## src/design/whitespace_comment_stripper_assert.svh

```systemverilog
// Assertion macros shared by the stripper modules.
`ifndef WHITESPACE_COMMENT_STRIPPER_ASSERT_SVH
`define WHITESPACE_COMMENT_STRIPPER_ASSERT_SVH

`ifndef NO_ASSERTIONS
// Clocked check, off while reset is asserted
`define WCS_ASSERT(label, prop, msg) \
  label: assert property (@(posedge clk) disable iff (!rst_n) (prop)) else $error(msg);
// Clocked check that also holds during reset
`define WCS_ASSERT_ALWAYS(label, prop, msg) \
  label: assert property (@(posedge clk) (prop)) else $error(msg);
`else
`define WCS_ASSERT(label, prop, msg)
`define WCS_ASSERT_ALWAYS(label, prop, msg)
`endif

`endif

```

## src/design/wcs_pkg.sv

```systemverilog
package wcs_pkg;

  localparam int unsigned CP_BITS  = 21;
  localparam int unsigned OUT_POS_BITS = 32;
  localparam int unsigned MAX_RESULTS = 3;

  localparam logic [CP_BITS-1:0] CP_SLASH = 21'd47;
  localparam logic [CP_BITS-1:0] CP_STAR  = 21'd42;
  localparam logic [CP_BITS-1:0] CP_NONE  = 21'd0;

  localparam logic KIND_CHAR = 1'b0;
  localparam logic KIND_END  = 1'b1;

  // One input beat
  typedef struct packed {
    logic [CP_BITS-1:0] code_point;
    logic               final_item;
  } in_beat_t;

  // One result beat
  typedef struct packed {
    logic                    kind;
    logic [CP_BITS-1:0]      char_out;
    logic [OUT_POS_BITS-1:0] position;
    logic                    run_last;
  } out_beat_t;

  // Results produced by one accepted input, packed from slot 0
  typedef struct packed {
    logic [1:0]                       cnt;
    out_beat_t [MAX_RESULTS-1:0]      beat;
  } push_grp_t;

endpackage

```

## src/design/wcs_scan.sv

```systemverilog
module wcs_scan #(
  parameter int unsigned POSITION_BITS = 32
) (
  input  logic               clk,
  input  logic               rst_n,
  input  logic               acc,
  input  wcs_pkg::in_beat_t  in_data,
  output wcs_pkg::push_grp_t push
);

`include "whitespace_comment_stripper_assert.svh"

  typedef enum logic [2:0] {
    MODE_NORMAL = 3'd0,
    MODE_HELD   = 3'd1,
    MODE_LINE   = 3'd2,
    MODE_BLOCK  = 3'd3,
    MODE_BSTAR  = 3'd4
  } mode_t;

  localparam int unsigned NCAND = 4;

  mode_t                    mode_r, mode_nxt;
  logic [POSITION_BITS-1:0] held_r, held_nxt;
  logic [POSITION_BITS-1:0] pos_r, pos_nxt;
  logic [POSITION_BITS-1:0] pos_inc;

  wcs_pkg::out_beat_t [NCAND-1:0] cand;
  logic [NCAND-1:0]               cval;
  logic [1:0]                     k;
  logic                           is_slash, is_star, is_space, is_lt;
  logic [wcs_pkg::CP_BITS-1:0]    c;

  function automatic wcs_pkg::out_beat_t mk_beat(logic kind, logic [wcs_pkg::CP_BITS-1:0] ch,
                                                 logic [POSITION_BITS-1:0] pos);
    wcs_pkg::out_beat_t b;
    b.kind     = kind;
    b.char_out = ch;
    b.position = wcs_pkg::OUT_POS_BITS'(pos);
    b.run_last = 1'b0;
    return b;
  endfunction

  // Character classes
  assign c        = in_data.code_point;
  assign is_slash = (c == wcs_pkg::CP_SLASH);
  assign is_star  = (c == wcs_pkg::CP_STAR);
  assign is_lt    = (c == 21'd10) || (c == 21'd13) || (c == 21'd8232) || (c == 21'd8233);
  assign is_space = ((c > 21'd8) && (c < 21'd14)) || ((c > 21'd8192) && (c < 21'd8202)) ||
                    (c == 21'd32) || (c == 21'd160) || (c == 21'd8232) || (c == 21'd8233) ||
                    (c == 21'd5760) || (c == 21'd6158) || (c == 21'd8239) ||
                    (c == 21'd8287) || (c == 21'd12288) || (c == 21'd65279);

  assign pos_inc = pos_r + POSITION_BITS'(1);

  // Mode update and result candidates
  always_comb begin
    mode_nxt = mode_r;
    held_nxt = held_r;
    cval     = '0;
    cand[0]  = mk_beat(wcs_pkg::KIND_CHAR, wcs_pkg::CP_SLASH, held_r);
    cand[1]  = mk_beat(wcs_pkg::KIND_CHAR, c, pos_r);
    unique case (mode_r)
      MODE_HELD: begin
        if (is_slash) begin
          mode_nxt = MODE_LINE;
        end else if (is_star) begin
          mode_nxt = MODE_BLOCK;
        end else begin
          cval[0]  = 1'b1;
          mode_nxt = MODE_NORMAL;
          cval[1]  = !is_space;
        end
      end
      MODE_LINE: begin
        if (is_lt) mode_nxt = MODE_NORMAL;
      end
      MODE_BLOCK: begin
        if (is_star) mode_nxt = MODE_BSTAR;
      end
      MODE_BSTAR: begin
        if (is_slash) mode_nxt = MODE_NORMAL;
        else if (!is_star) mode_nxt = MODE_BLOCK;
      end
      default: begin
        // a slash here is held for one beat of lookahead
        if (is_slash) begin
          mode_nxt = MODE_HELD;
          held_nxt = pos_r;
        end else begin
          mode_nxt = MODE_NORMAL;
          cval[1]  = !is_space;
        end
      end
    endcase
    // end of input: flush a held slash, then the end marker
    cand[2] = mk_beat(wcs_pkg::KIND_CHAR, wcs_pkg::CP_SLASH, held_nxt);
    cand[3] = mk_beat(wcs_pkg::KIND_END, wcs_pkg::CP_NONE, pos_inc);
    if (in_data.final_item) begin
      cval[2]  = (mode_nxt == MODE_HELD);
      cval[3]  = 1'b1;
      mode_nxt = MODE_NORMAL;
      held_nxt = '0;
      pos_nxt  = '0;
    end else begin
      pos_nxt  = pos_inc;
    end
  end

  // Pack valid candidates into result slots, tag the last one
  always_comb begin
    push.beat = '0;
    k         = 2'd0;
    for (int i = 0; i < NCAND; i++) begin
      if (cval[i] && (k != 2'd3)) begin
        push.beat[k] = cand[i];
        k            = k + 2'd1;
      end
    end
    if (k != 2'd0) push.beat[k - 2'd1].run_last = 1'b1;
    push.cnt = acc ? k : 2'd0;
  end

  // Scanner state
  always_ff @(posedge clk) begin
    if (!rst_n) begin
      mode_r <= MODE_NORMAL;
      held_r <= '0;
      pos_r  <= '0;
    end else if (acc) begin
      mode_r <= mode_nxt;
      held_r <= held_nxt;
      pos_r  <= pos_nxt;
    end
  end

  `WCS_ASSERT(a_final_restarts, acc && in_data.final_item |=> mode_r == MODE_NORMAL && pos_r == '0, "final beat did not restart the scanner")
  `WCS_ASSERT(a_final_emits, acc && in_data.final_item |-> push.cnt != 2'd0, "final beat produced no end marker")

endmodule

```

## src/design/wcs_queue.sv

```systemverilog
module wcs_queue (
  input  logic                clk,
  input  logic                rst_n,
  input  wcs_pkg::push_grp_t  push,
  output logic                full,
  output logic                out_valid,
  input  logic                out_stall,
  output wcs_pkg::out_beat_t  out_data
);

`include "whitespace_comment_stripper_assert.svh"

  localparam int unsigned DEPTH  = 4;
  localparam int unsigned PTR_W  = $clog2(DEPTH);
  localparam int unsigned CNT_W  = $clog2(DEPTH + 1);

  wcs_pkg::out_beat_t mem_r [DEPTH];
  logic [PTR_W-1:0]   rd_r, wr_r;
  logic [CNT_W-1:0]   cnt_r, cnt_nxt;
  logic               pop;

  assign out_valid = (cnt_r != '0);
  assign out_data  = mem_r[rd_r];
  assign pop       = out_valid && !out_stall;
  // room for a full burst of results is required before a new beat is taken
  assign full      = (cnt_r > CNT_W'(DEPTH - wcs_pkg::MAX_RESULTS));
  assign cnt_nxt   = cnt_r + CNT_W'(push.cnt) - CNT_W'(pop);

  // Result storage
  always_ff @(posedge clk) begin
    for (int i = 0; i < wcs_pkg::MAX_RESULTS; i++) begin
      if (2'(i) < push.cnt) mem_r[wr_r + PTR_W'(i)] <= push.beat[i];
    end
  end

  // Pointers and fill count
  always_ff @(posedge clk) begin
    if (!rst_n) begin
      rd_r  <= '0;
      wr_r  <= '0;
      cnt_r <= '0;
    end else begin
      wr_r  <= wr_r + PTR_W'(push.cnt);
      if (pop) rd_r <= rd_r + PTR_W'(1);
      cnt_r <= cnt_nxt;
    end
  end

  `WCS_ASSERT(a_no_overflow, cnt_r <= CNT_W'(DEPTH), "result queue overflow")
  `WCS_ASSERT(a_push_when_room, push.cnt != 2'd0 |-> !full, "results pushed while queue full")
  `WCS_ASSERT(a_empty_push_shows, push.cnt != 2'd0 && cnt_r == '0 |=> out_valid, "push not shown")

endmodule

```

## src/design/whitespace_comment_stripper.sv

```systemverilog
// Whitespace and comment stripper: takes one code point per beat and passes on only token
// material, each with its index in the input. Whitespace, line comments and block comments
// are dropped; a slash is held one beat until the next code point shows whether it opens a
// comment, and the final input flushes a held slash and adds an end marker, then the position
// restarts at zero. Results are written into the result queue and leave it in order. An
// input beat is accepted every cycle while the 4-entry result queue holds at most one result,
// and the result port drains one beat per cycle unless the receiver stalls, so a stream flows
// without input stalls while each input yields at most one result. An input that yields two
// or three results stalls the input side until the queue drains; receiver stalls add to that.
module whitespace_comment_stripper #(
  parameter int unsigned POSITION_BITS = 32
) (
  input  logic               clk,
  input  logic               rst_n,
  input  logic               in_valid,
  output logic               in_stall,
  input  wcs_pkg::in_beat_t  in_data,
  output logic               out_valid,
  input  logic               out_stall,
  output wcs_pkg::out_beat_t out_data
);

  wcs_pkg::push_grp_t push;
  logic               full;
  logic               acc;

  assign in_stall = full;
  assign acc      = in_valid && !full;

  // Mode tracking and result generation
  wcs_scan #(
    .POSITION_BITS(POSITION_BITS)
  ) u_scan (
    .clk     (clk),
    .rst_n   (rst_n),
    .acc     (acc),
    .in_data (in_data),
    .push    (push)
  );

  // Result queue, one beat out per cycle unless the receiver stalls
  wcs_queue u_queue (
    .clk       (clk),
    .rst_n     (rst_n),
    .push      (push),
    .full      (full),
    .out_valid (out_valid),
    .out_stall (out_stall),
    .out_data  (out_data)
  );

endmodule

```

## config.mk

```make
export PLATFORM = sky130hd
export DESIGN_NAME = whitespace_comment_stripper
export DESIGN_NICKNAME = d
export VERILOG_FILES = /design/src/design/wcs_pkg.sv /design/src/design/wcs_scan.sv /design/src/design/wcs_queue.sv /design/src/design/whitespace_comment_stripper.sv
export VERILOG_INCLUDE_DIRS = /design/src /design/src/design
export SDC_FILE = /design/constraint.sdc
export NUM_CORES = 1
export LEC_CHECK = 0
export BUFFER_PORTS_ARGS = -buffer_cell sky130_fd_sc_hd__buf_2
export CORE_AREA = 5 5 303 157
export DETAILED_ROUTE_END_ITERATION = 12
export DIE_AREA = 0 0 308 162
export PLACE_DENSITY_LB_ADDON = 0.1
export SLEW_MARGIN = 30
export SYNTH_ARGS = -nofsm -noshare
export SYNTH_HDL_FRONTEND = slang
export SYNTH_HIERARCHICAL = 1
export SYNTH_SLANG_ARGS = --single-unit
```

## constraint.sdc

```tcl
create_clock -name clk -period 12.5 [get_ports clk]
set_input_delay 0.625 -clock clk [delete_from_list [all_inputs] [get_ports clk]]
set_output_delay 0.625 -clock clk [all_outputs]
set_load 0.1 [all_outputs]
```

# Word level (Yosys, flattened, before mapping)

Memories as Yosys holds them, arrays and structs flattened. A register that Yosys moved wholly into a read port is not among the register bits.
Index checks and enable logic that the tools add are counted.

$add $sub $neg: 11
Order comparisons: 16
Equality and inequality tests: 22
Multiplexer cells: 49
Reduce and logical (&&, ||, !) cells: 32

Operators by type and width:

| kind                                                             | count |
|---|---|
| bitwise mux 165 bit                                              | 4 |
| two-way mux 165 bit                                              | 4 |
| demux 55 bit (select 2 bit)                                      | 4 |
| two-way mux 55 bit                                               | 3 |
| two-way mux 32 bit                                               | 4 |
| == test 21 x 14 -> 1 bit (second input constant)                 | 5 |
| == test 21 x 6 -> 1 bit (second input constant)                  | 3 |
| == test 21 x 13 -> 1 bit (second input constant)                 | 2 |
| == test 21 x 4 -> 1 bit (second input constant)                  | 2 |
| two-way mux 39 bit                                               | 1 |
| adder 32 x 1 -> 32 bit (second input constant)                   | 1 |
| == test 21 x 16 -> 1 bit (second input constant)                 | 1 |
| == test 21 x 8 -> 1 bit (second input constant)                  | 1 |
| greater-than comparator 21 x 14 -> 1 bit (second input constant) | 1 |
| greater-than comparator 21 x 4 -> 1 bit (second input constant)  | 1 |
| < comparator 21 x 14 -> 1 bit (second input constant)            | 1 |
| < comparator 21 x 4 -> 1 bit (second input constant)             | 1 |
| two-way mux 2 bit                                                | 10 |
| two-way mux 3 bit                                                | 6 |
| logical OR 1 bit                                                 | 14 |
| one-hot mux 3 bit (4 select lines)                               | 1 |
| logical AND 1 bit                                                | 11 |
| two-way mux 1 bit                                                | 11 |
| < comparator 2 x 3 -> 1 bit (second input constant)              | 3 |
| 24 further kinds                                                 | 35 |

Flip-flop bits (word level): 74
Memory bits (writable): 220
Bits of input ports: 26
Word-level logic and storage cells: 137
Memories kept: 1

Memories:

| memory        | words | width | read ports | clocked after Yosys merged registers in | write ports | RTL line        | text |
|---|---|---|---|---|---|---|---|
| u_queue.mem_r | 4     | 55    | 1          | 1                                       | 3           | wcs_queue.sv:17 | `wcs_pkg::out_beat_t mem_r [DEPTH];` |

# Longest topological paths before layout

Gate-level depths: netlist of run 1.

Word-level depth: 34
Depth in mapped cells: 29
Depth with buffers taken out: 25

# By module

The synthesis of run 1 kept the hierarchy.

By module, submodules not included:

| module                      | instances | cells an instance | area each (µm²) | sequential area each (µm²) |
|---|---|---|---|---|
| wcs_queue                   | 1         | 1328              | 13062.5         | 6786.5 |
| wcs_scan                    | 1         | 958               | 6770.2          | 1341.3 |
| whitespace_comment_stripper | 1         | 1                 | 13.8            | 0.0 |

# Least setup slack after synthesis of run 1

OpenSTA, ideal clock, no wires.

Path type: input-to-reg
Start point: input port in_data[5] in the netlist's numbering
End point: memory u_queue/mem_r[2][0] in the netlist's numbering (enable)
Arrival: 9.485 ns
Data required time: 11.950 ns
Path slack: 2.465 ns
Stages on the path: 24
Path through: clkbuf_1 -> nor4_1 -> nand4_1 -> or4_1 -> nand3_1 -> nand4b_1 -> a21oi_1 -> ha_1 -> clkbuf_1 -> nand2_1 -> nand2_1 -> nor2_1 -> nand4_1 -> nor2_2 -> mux2i_1 -> inv_1 -> ha_1 -> nor2b_1 -> clkbuf_1 -> nand2_1 -> mux2i_1 -> o21a_1 -> nor2_1 -> a211oi_1

RTL lines:

| what            | RTL line                          | text |
|---|---|---|
| start, declared | whitespace_comment_stripper.sv:17 | `input wcs_pkg::in_beat_t in_data,` |
| end, declared   | wcs_queue.sv:17                   |  |

==> flow_metrics.py, run 1 <==
metrics = {
    "timing": {
        "setup_violations": 0,
        "rsz0062_at_grt": "no",
        "finalHoldViolCount": 0,
        "min_period_over_period": 0.7000,
        "layout_setup_ws_ns": 3.750,
        "max_freq_ghz": 0.1143,
        "layout_min_cycle_time_ns": 8.750,
        "final.setup.tns_ns": 0,
        "slew_viol_final": 0,
        "tightest_slew_ns": 1.102,
        "worst_slew_margin_rel": 0.2649,
        "fin_skew_ns": 0.02074,
    },
    "placed_design": {
        "dp_hpwl_um": 44030,
        "port_buffers": 82,
        "dp_worst_setup_slack_ns": 3.106,
        "gp_congestion": 0.9339,
    },
    "floorplan": {
        "coreArea_um2": 44520,
        "placement_rows": 55,
        "die-area_um2": 49900,
        "io_pins": 83,
        "die_y_um": 162,
        "die_x_um": 308,
        "initial_core_util": 0.4457,
    },
    "worst_hold_path": {
        "hold_class": "input pin to register",
    },
    "setup_path": {
        "cp_cell_sequence": "buf_2 > or4_1 > nor4_4 > a2bb2oi_1 > nand2_1 > inv_2 > ha_1 > nand2_1 > nand2_1 > nor2_1 > nand4_1 > nor2_2 > mux2i_1 > inv_1 > ha_1 > nor2b_1 > nand2_1 > mux2i_2 > and2_1 > maj3_2 > buf_4",
        "start_kind": "input pin",
        "cp_common_cell": "nand2_1",
        "critPathSlowestCell": "or4_1",
        "path_buf_inv": 4,
        "critical-path-top-delay-family": "simple AND/OR/NAND/NOR gates",
        "max_stage_delay_ns": 0.74,
        "crit_path_max_fanout": 34,
        "required_ns": 12.72,
        "critPathArrivalTime_ns": 8.97,
        "crit_type": "input pin to register",
        "cp-end-kind": "register",
    },
    "synthesis": {
        "synth-main-ff-cell": "edfxtp_1",
        "synth_cells": 2287,
        "postSynthRegisterBits": 296,
        "synth.area.top_cells": "edfxtp_1 (33%), nand2_1 (9.8%), dfxtp_1 (7.7%), a31oi_1 (7.3%), mux4_2 (6.2%)",
        "synthArstFlopShare": 0,
        "syn_area_um2": 19850,
        "synthTopCellsByCount": "nand2_1 (516), nor2_1 (264), a31oi_1 (233)",
        "post-synth-top-area-cell": "edfxtp_1",
        "synth.most_common_cell": "nand2_1",
        "yosys.cell_types.count": 84,
        "syn_avg_cell_area_um2": 8.678,
        "synth_edf_count": 220,
        "yosysWarnings": 6,
        "synth_top_area_frac": 0.3329,
        "yosysSeqAreaShare": 0.4095,
    },
    "final_layout": {
        "drive_above_1_share": 0.1233,
        "final_nets": 2264,
        "area_growth_pct": 6.412,
    },
    "outcome": {
        "outcome": "completed",
    },
    "clock_network": {
        "post_cts_resized": 0,
        "cts_sinks": 296,
        "clockBufferDepth": 3,
        "worstSkewPairLatency_ns": 0.60,
        "clk_pin_slew_worst_paths_ns": 0.06,
        "holdBufCountCts": 0,
        "cts_made_buffers": 30,
        "cts_tree": "built",
        "post_cts_buffers": 0,
        "clockRootBuffer": "clkbuf_16",
        "cts_htree_levels": 1,
    },
    "grt": {
        "grt_max_degree": 83,
        "grt_pass1_wl_um": 108300,
        "use_met3": 0.07780,
        "track_usage": 0.2825,
        "grt_pass1_vias": 16590,
        "grt.met1_usage": 0.4594,
        "grt_overflow_total": 0,
        "top_usage_layer": "met1",
        "antenna_found_initial": 2,
        "met2_usage": 0.3694,
    },
    "routing": {
        "ant_nets": 0,
        "drt-vias-per-instance": 6.319,
        "wl_um": 72490,
        "drtIter0Drc": 2838,
        "first_pass_iters": 6,
        "route.detailed.drc": 0,
        "drt-wirelength-per-cell_um": 25.47,
        "vias": 17980,
    },
    "power_and_ir_drop": {
        "peakVddDrop_mv": 0.2033,
        "p_per_area_nw_per_um2": 157.5,
        "power_leakage_nw": 7.304,
    },
    "run": {
        "cap_viol_max_count": 0,
    },
}
[where the power goes]
group,switching [W],internal [W]
Clock,0.000419,0.000519
Sequential,0.0000549,0.00118
Combinational,0.000925,0.000232
[per-layer routing]
layer | vias to the layer above | routed length [µm]
met1 | 8549 | 33700
li1 | 8109 | -
met2 | 1204 | 27620
met3 | 121 | 9993
met4 | 0 | 1173
met5 | - | 0
[tightest hold or removal path: stages]
cell	delay, ns
buf_2	0.11
or3_1	0.12
a21boi_0	0.08
[sequential cells by signal (all words and copies together), names as in the netlist, named ones only]
signal         count
u_queue/cnt_r      3
u_scan/held_r     32
u_queue/wr_r       2
u_scan/pos_r      32
u_queue/mem_r    220
u_scan/mode_r      3
u_queue/rd_r       2
[worst paths after layout]
path,slack [ns],to,startpoint,cells past startpoint
max,3.75,u_queue/mem_r[3][26]$_DFFE_PP_,in_data[21],21
min,0.38,register,out_stall,3
max reg2reg,4.37,u_queue/mem_r[3][26]$_DFFE_PP_,u_scan/mode_r[0]$_SDFFE_PN0P_,19
min reg2reg,0.48,register,u_queue/rd_r[1]$_SDFFE_PN0P_,2
[logic make-up (layout without fill, tap and decap cells)]
logic type | count (synthesis) | count (layout) | share of synthesized area
AO/OA/AOI/OAI | 508 | 508 | 0.1657
XOR/XNOR | 32 | 32 | 0.01412
adder cells (fa/ha/maj) | 17 | 17 | 0.01084
buffers and inverters | 284 | 229 | 0.07754
flip-flops | 296 | 296 | 0.4095
multiplexers | 96 | 96 | 0.08416
other | 1 | 17 | 0.0001889
AND/OR/NAND/NOR | 1053 | 1053 | 0.2379
[layout make-up]
| class | count | area [µm²] |
|---|---|---|
| Inverter | 55 | 207.7 |
| Clock buffer | 42 | 857.1 |
| Clock inverter | 14 | 127.6 |
| Multi-Input combinational cell | 1722 | 10340 |
| Timing Repair Buffer | 118 | 704.4 |
| Fill cell | 4193 | 23400 |
| Sequential cell | 296 | 8133 |
| Tap cell | 598 | 748.2 |
| Antenna cell | 1 | 2.502 |
[placed cells by master (no fill, tap or decap), types with 25 or more instances in the layout]
cell type,synthesis,final
nand2_1,516,516
nor2_1,264,262
a31oi_1,233,233
edfxtp_1,220,220
buf_2,66,82
dfxtp_1,76,74
o22ai_1,64,64
mux4_2,55,55
and2_1,55,55
inv_1,53,52
nor2b_1,46,46
o21ai_0,47,46
a21oi_1,45,45
buf_4,31,34
a22oi_1,33,33
nand3_1,32,32
clkbuf_16,0,31
xnor2_1,29,29
nor3_1,25,25
[metrics by stage]
step                cell area (µm²)  utilization  instances  power [W]  hold slack (ns)
floorplan                     19900            -       2302   0.002166           0.4451
global placement              20080       0.4510       2788   0.002401           0.4595
detailed placement            20090       0.4511       2788   0.002406           0.4680
CTS                           21070       0.4733       2844   0.003331           0.3629
global route                  21120       0.4743       2845   0.003432           0.3986
finish                        21120       0.4743       2846   0.003326           0.3849
Power figures use the tool's default switching activity.
==> run 2, diff against run 1 <==
==> constraint.sdc (replaced) <==
create_clock -name clk -period 7.4 [get_ports clk]
set_input_delay 0.37 -clock clk [delete_from_list [all_inputs] [get_ports clk]]
set_output_delay 0.37 -clock clk [all_outputs]
set_load 0.1 [all_outputs]
==> flow_metrics.py, run 2 (synthesis results as in run 1) <==
metrics = {
    "floorplan": {
        "die-area_um2": 49900,
        "initial_core_util": 0.4457,
        "io_pins": 83,
        "die_x_um": 308,
        "coreArea_um2": 44520,
        "placement_rows": 55,
        "die_y_um": 162,
    },
    "setup_path": {
        "reg2reg_depth": 20,
        "cp-end-kind": "register",
        "cp_cell_sequence": "buf_2 > nor4b_1 > nand2_1 > and3b_1 > nand2_1 > nand4b_1 > a21oi_1 > ha_1 > nand2_1 > nand2_1 > nor2_1 > nand4_1 > nor2_2 > buf_4 > xnor2_1 > inv_1 > ha_1 > nor2b_1 > buf_4 > nand2_1 > a31oi_1 > o21ai_0 > nand2_1 > a31oi_1",
        "worstReg2RegEnd": "u_queue/mem_r[3][24]$_DFFE_PP_",
        "required_ns": 7.69,
        "crit_path_max_fanout": 13,
        "max_stage_delay_ns": 0.81,
        "ff2ff_setup_slack_ns": 1.07,
        "critPathArrivalTime_ns": 6.90,
        "critPathSlowestCell": "a31oi_1",
        "reg2reg_from": "u_scan/mode_r[1]$_SDFFE_PN0P_",
        "cp_common_cell": "nand2_1",
        "crit_type": "input pin to register",
        "start_kind": "input pin",
    },
    "clock_network": {
        "worstSkewPairLatency_ns": 0.60,
        "post_cts_resized": 0,
        "cts_htree_levels": 1,
        "holdBufCountCts": 0,
        "cts_made_buffers": 31,
        "clockBufferDepth": 3,
        "clockRootBuffer": "clkbuf_16",
        "clk_pin_slew_worst_paths_ns": 0.06,
        "cts_tree": "built",
        "post_cts_buffers": 0,
        "cts_sinks": 296,
    },
    "timing": {
        "rsz0062_at_grt": "no",
        "max_freq_ghz": 0.1514,
        "layout_setup_ws_ns": 0.7939,
        "worst_slew_margin_rel": 0.3068,
        "tightest_slew_ns": 1.040,
        "slew_viol_final": 0,
        "layout_min_cycle_time_ns": 6.606,
        "finalHoldViolCount": 0,
        "setup_violations": 0,
        "min_period_over_period": 0.8927,
        "fin_skew_ns": 0.01391,
    },
    "run": {
        "cap_viol_max_count": 0,
    },
    "grt": {
        "grt_overflow_total": 0,
        "grt_pass1_wl_um": 109100,
        "grt_max_degree": 111,
        "grt_pass1_vias": 16830,
        "antenna_found_initial": 0,
        "track_usage": 0.2867,
    },
    "power_and_ir_drop": {
        "p_per_area_nw_per_um2": 267.4,
        "peakVddDrop_mv": 0.2446,
        "power_leakage_nw": 7.437,
    },
    "final_layout": {
        "reg_top3": "u_queue/mem_r: 220 flops, u_scan/held_r: 32 flops, u_scan/pos_r: 32 flops",
        "mostFrequentLayoutCells": "nand2_1 (516), nor2_1 (263), a31oi_1 (233), edfxtp_1 (220), buf_2 (82)",
        "final_nets": 2277,
        "mostFrequentLayoutCell": "nand2_1",
        "nFillCells": 4151,
        "post-route-util": 0.4805,
        "stdcell_area_um2": 21400,
        "antenna_cells": 0,
        "area_growth_pct": 7.805,
        "top_register": "u_queue/mem_r",
        "drive_above_1_share": 0.1283,
        "largest_register_ffs": 220,
    },
    "worst_hold_path": {
        "hold_class": "input pin to register",
        "hp-start": "out_stall",
        "min_path_cells": 3,
    },
    "routing": {
        "wl_um": 73780,
        "first_pass_iters": 8,
        "drtIter0Drc": 2690,
        "ant_nets": 0,
        "drt-vias-per-instance": 6.447,
        "drt-wirelength-per-cell_um": 25.81,
        "route.detailed.drc": 0,
        "vias": 18430,
    },
    "placed_design": {
        "dp_hpwl_um": 42580,
        "port_buffers": 82,
        "place_area_um2": 20340,
        "dp_worst_setup_slack_ns": 0.5615,
        "gp_congestion": 0.9151,
    },
    "outcome": {
        "outcome": "completed",
    },
}
run 2: routing by layer:
layer | vias up | track usage | part of all wire
met5 | - | 0 | 0
met4 | 0 | 0.05352 | 0.019
met3 | 141 | 0.09369 | 0.15
met2 | 1394 | 0.3719 | 0.38
met1 | 8758 | 0.4598 | 0.45
li1 | 8132 | - | -
run 2: critical path, delay by kind of cell:
family / cells / cell delay [ns]
XOR/XNOR: 1 / 0.45
adder cells (fa/ha/maj): 2 / 0.84
AO/OA/AOI/OAI: 4 / 1.59
buffers and inverters: 4 / 0.78
AND/OR/NAND/NOR: 13 / 2.85
run 2: area by class of cell:
class / count / area (µm²) / share of cell area
clock buffer: 38 / 843.3 / 0.03942
clock inverter: 19 / 201.4 / 0.009415
inverter: 55 / 206.4 / 0.009649
multi-input combinational: 1722 / 10330 / 0.4828
sequential: 296 / 8133 / 0.3801
tap: 598 / 748.2 / 0.03497
timing repair buffer: 130 / 933.4 / 0.04363
run 2: how the worst max path moves through the flow:
stage                    start  slack [ns]                             end
floorplan           in_data[5]       -0.46   u_queue/mem_r[0][0]$_DFFE_PP_
global placement    in_data[5]        0.55  u_queue/mem_r[0][19]$_DFFE_PP_
detailed placement  in_data[5]        0.56  u_queue/mem_r[3][24]$_DFFE_PP_
CTS                 in_data[5]        1.17  u_queue/mem_r[2][50]$_DFFE_PP_
global route        in_data[5]        0.43  u_queue/mem_r[0][21]$_DFFE_PP_
finish              in_data[5]        0.79  u_queue/mem_r[3][24]$_DFFE_PP_
run 2: power breakdown:
group          internal (W)  switching [W]
clock network      0.000946       0.000713
logic              0.000407        0.00158
registers           0.00199      0.0000850
run 2: stage by stage:
stage	setup TNS [ns]	cells	hold slack [ns]	total power (W)
6_report	0	2858	0.1294	0.005720
3_5_place_dp	0	2801	0.4715	0.004087
3_3_place_gp	0	2800	0.4491	0.004068
4_1_cts	0	2858	0.1174	0.005725
2_1_floorplan	-51.11	2302	0.4451	0.003654
5_1_grt	0	2858	0.1770	0.005890
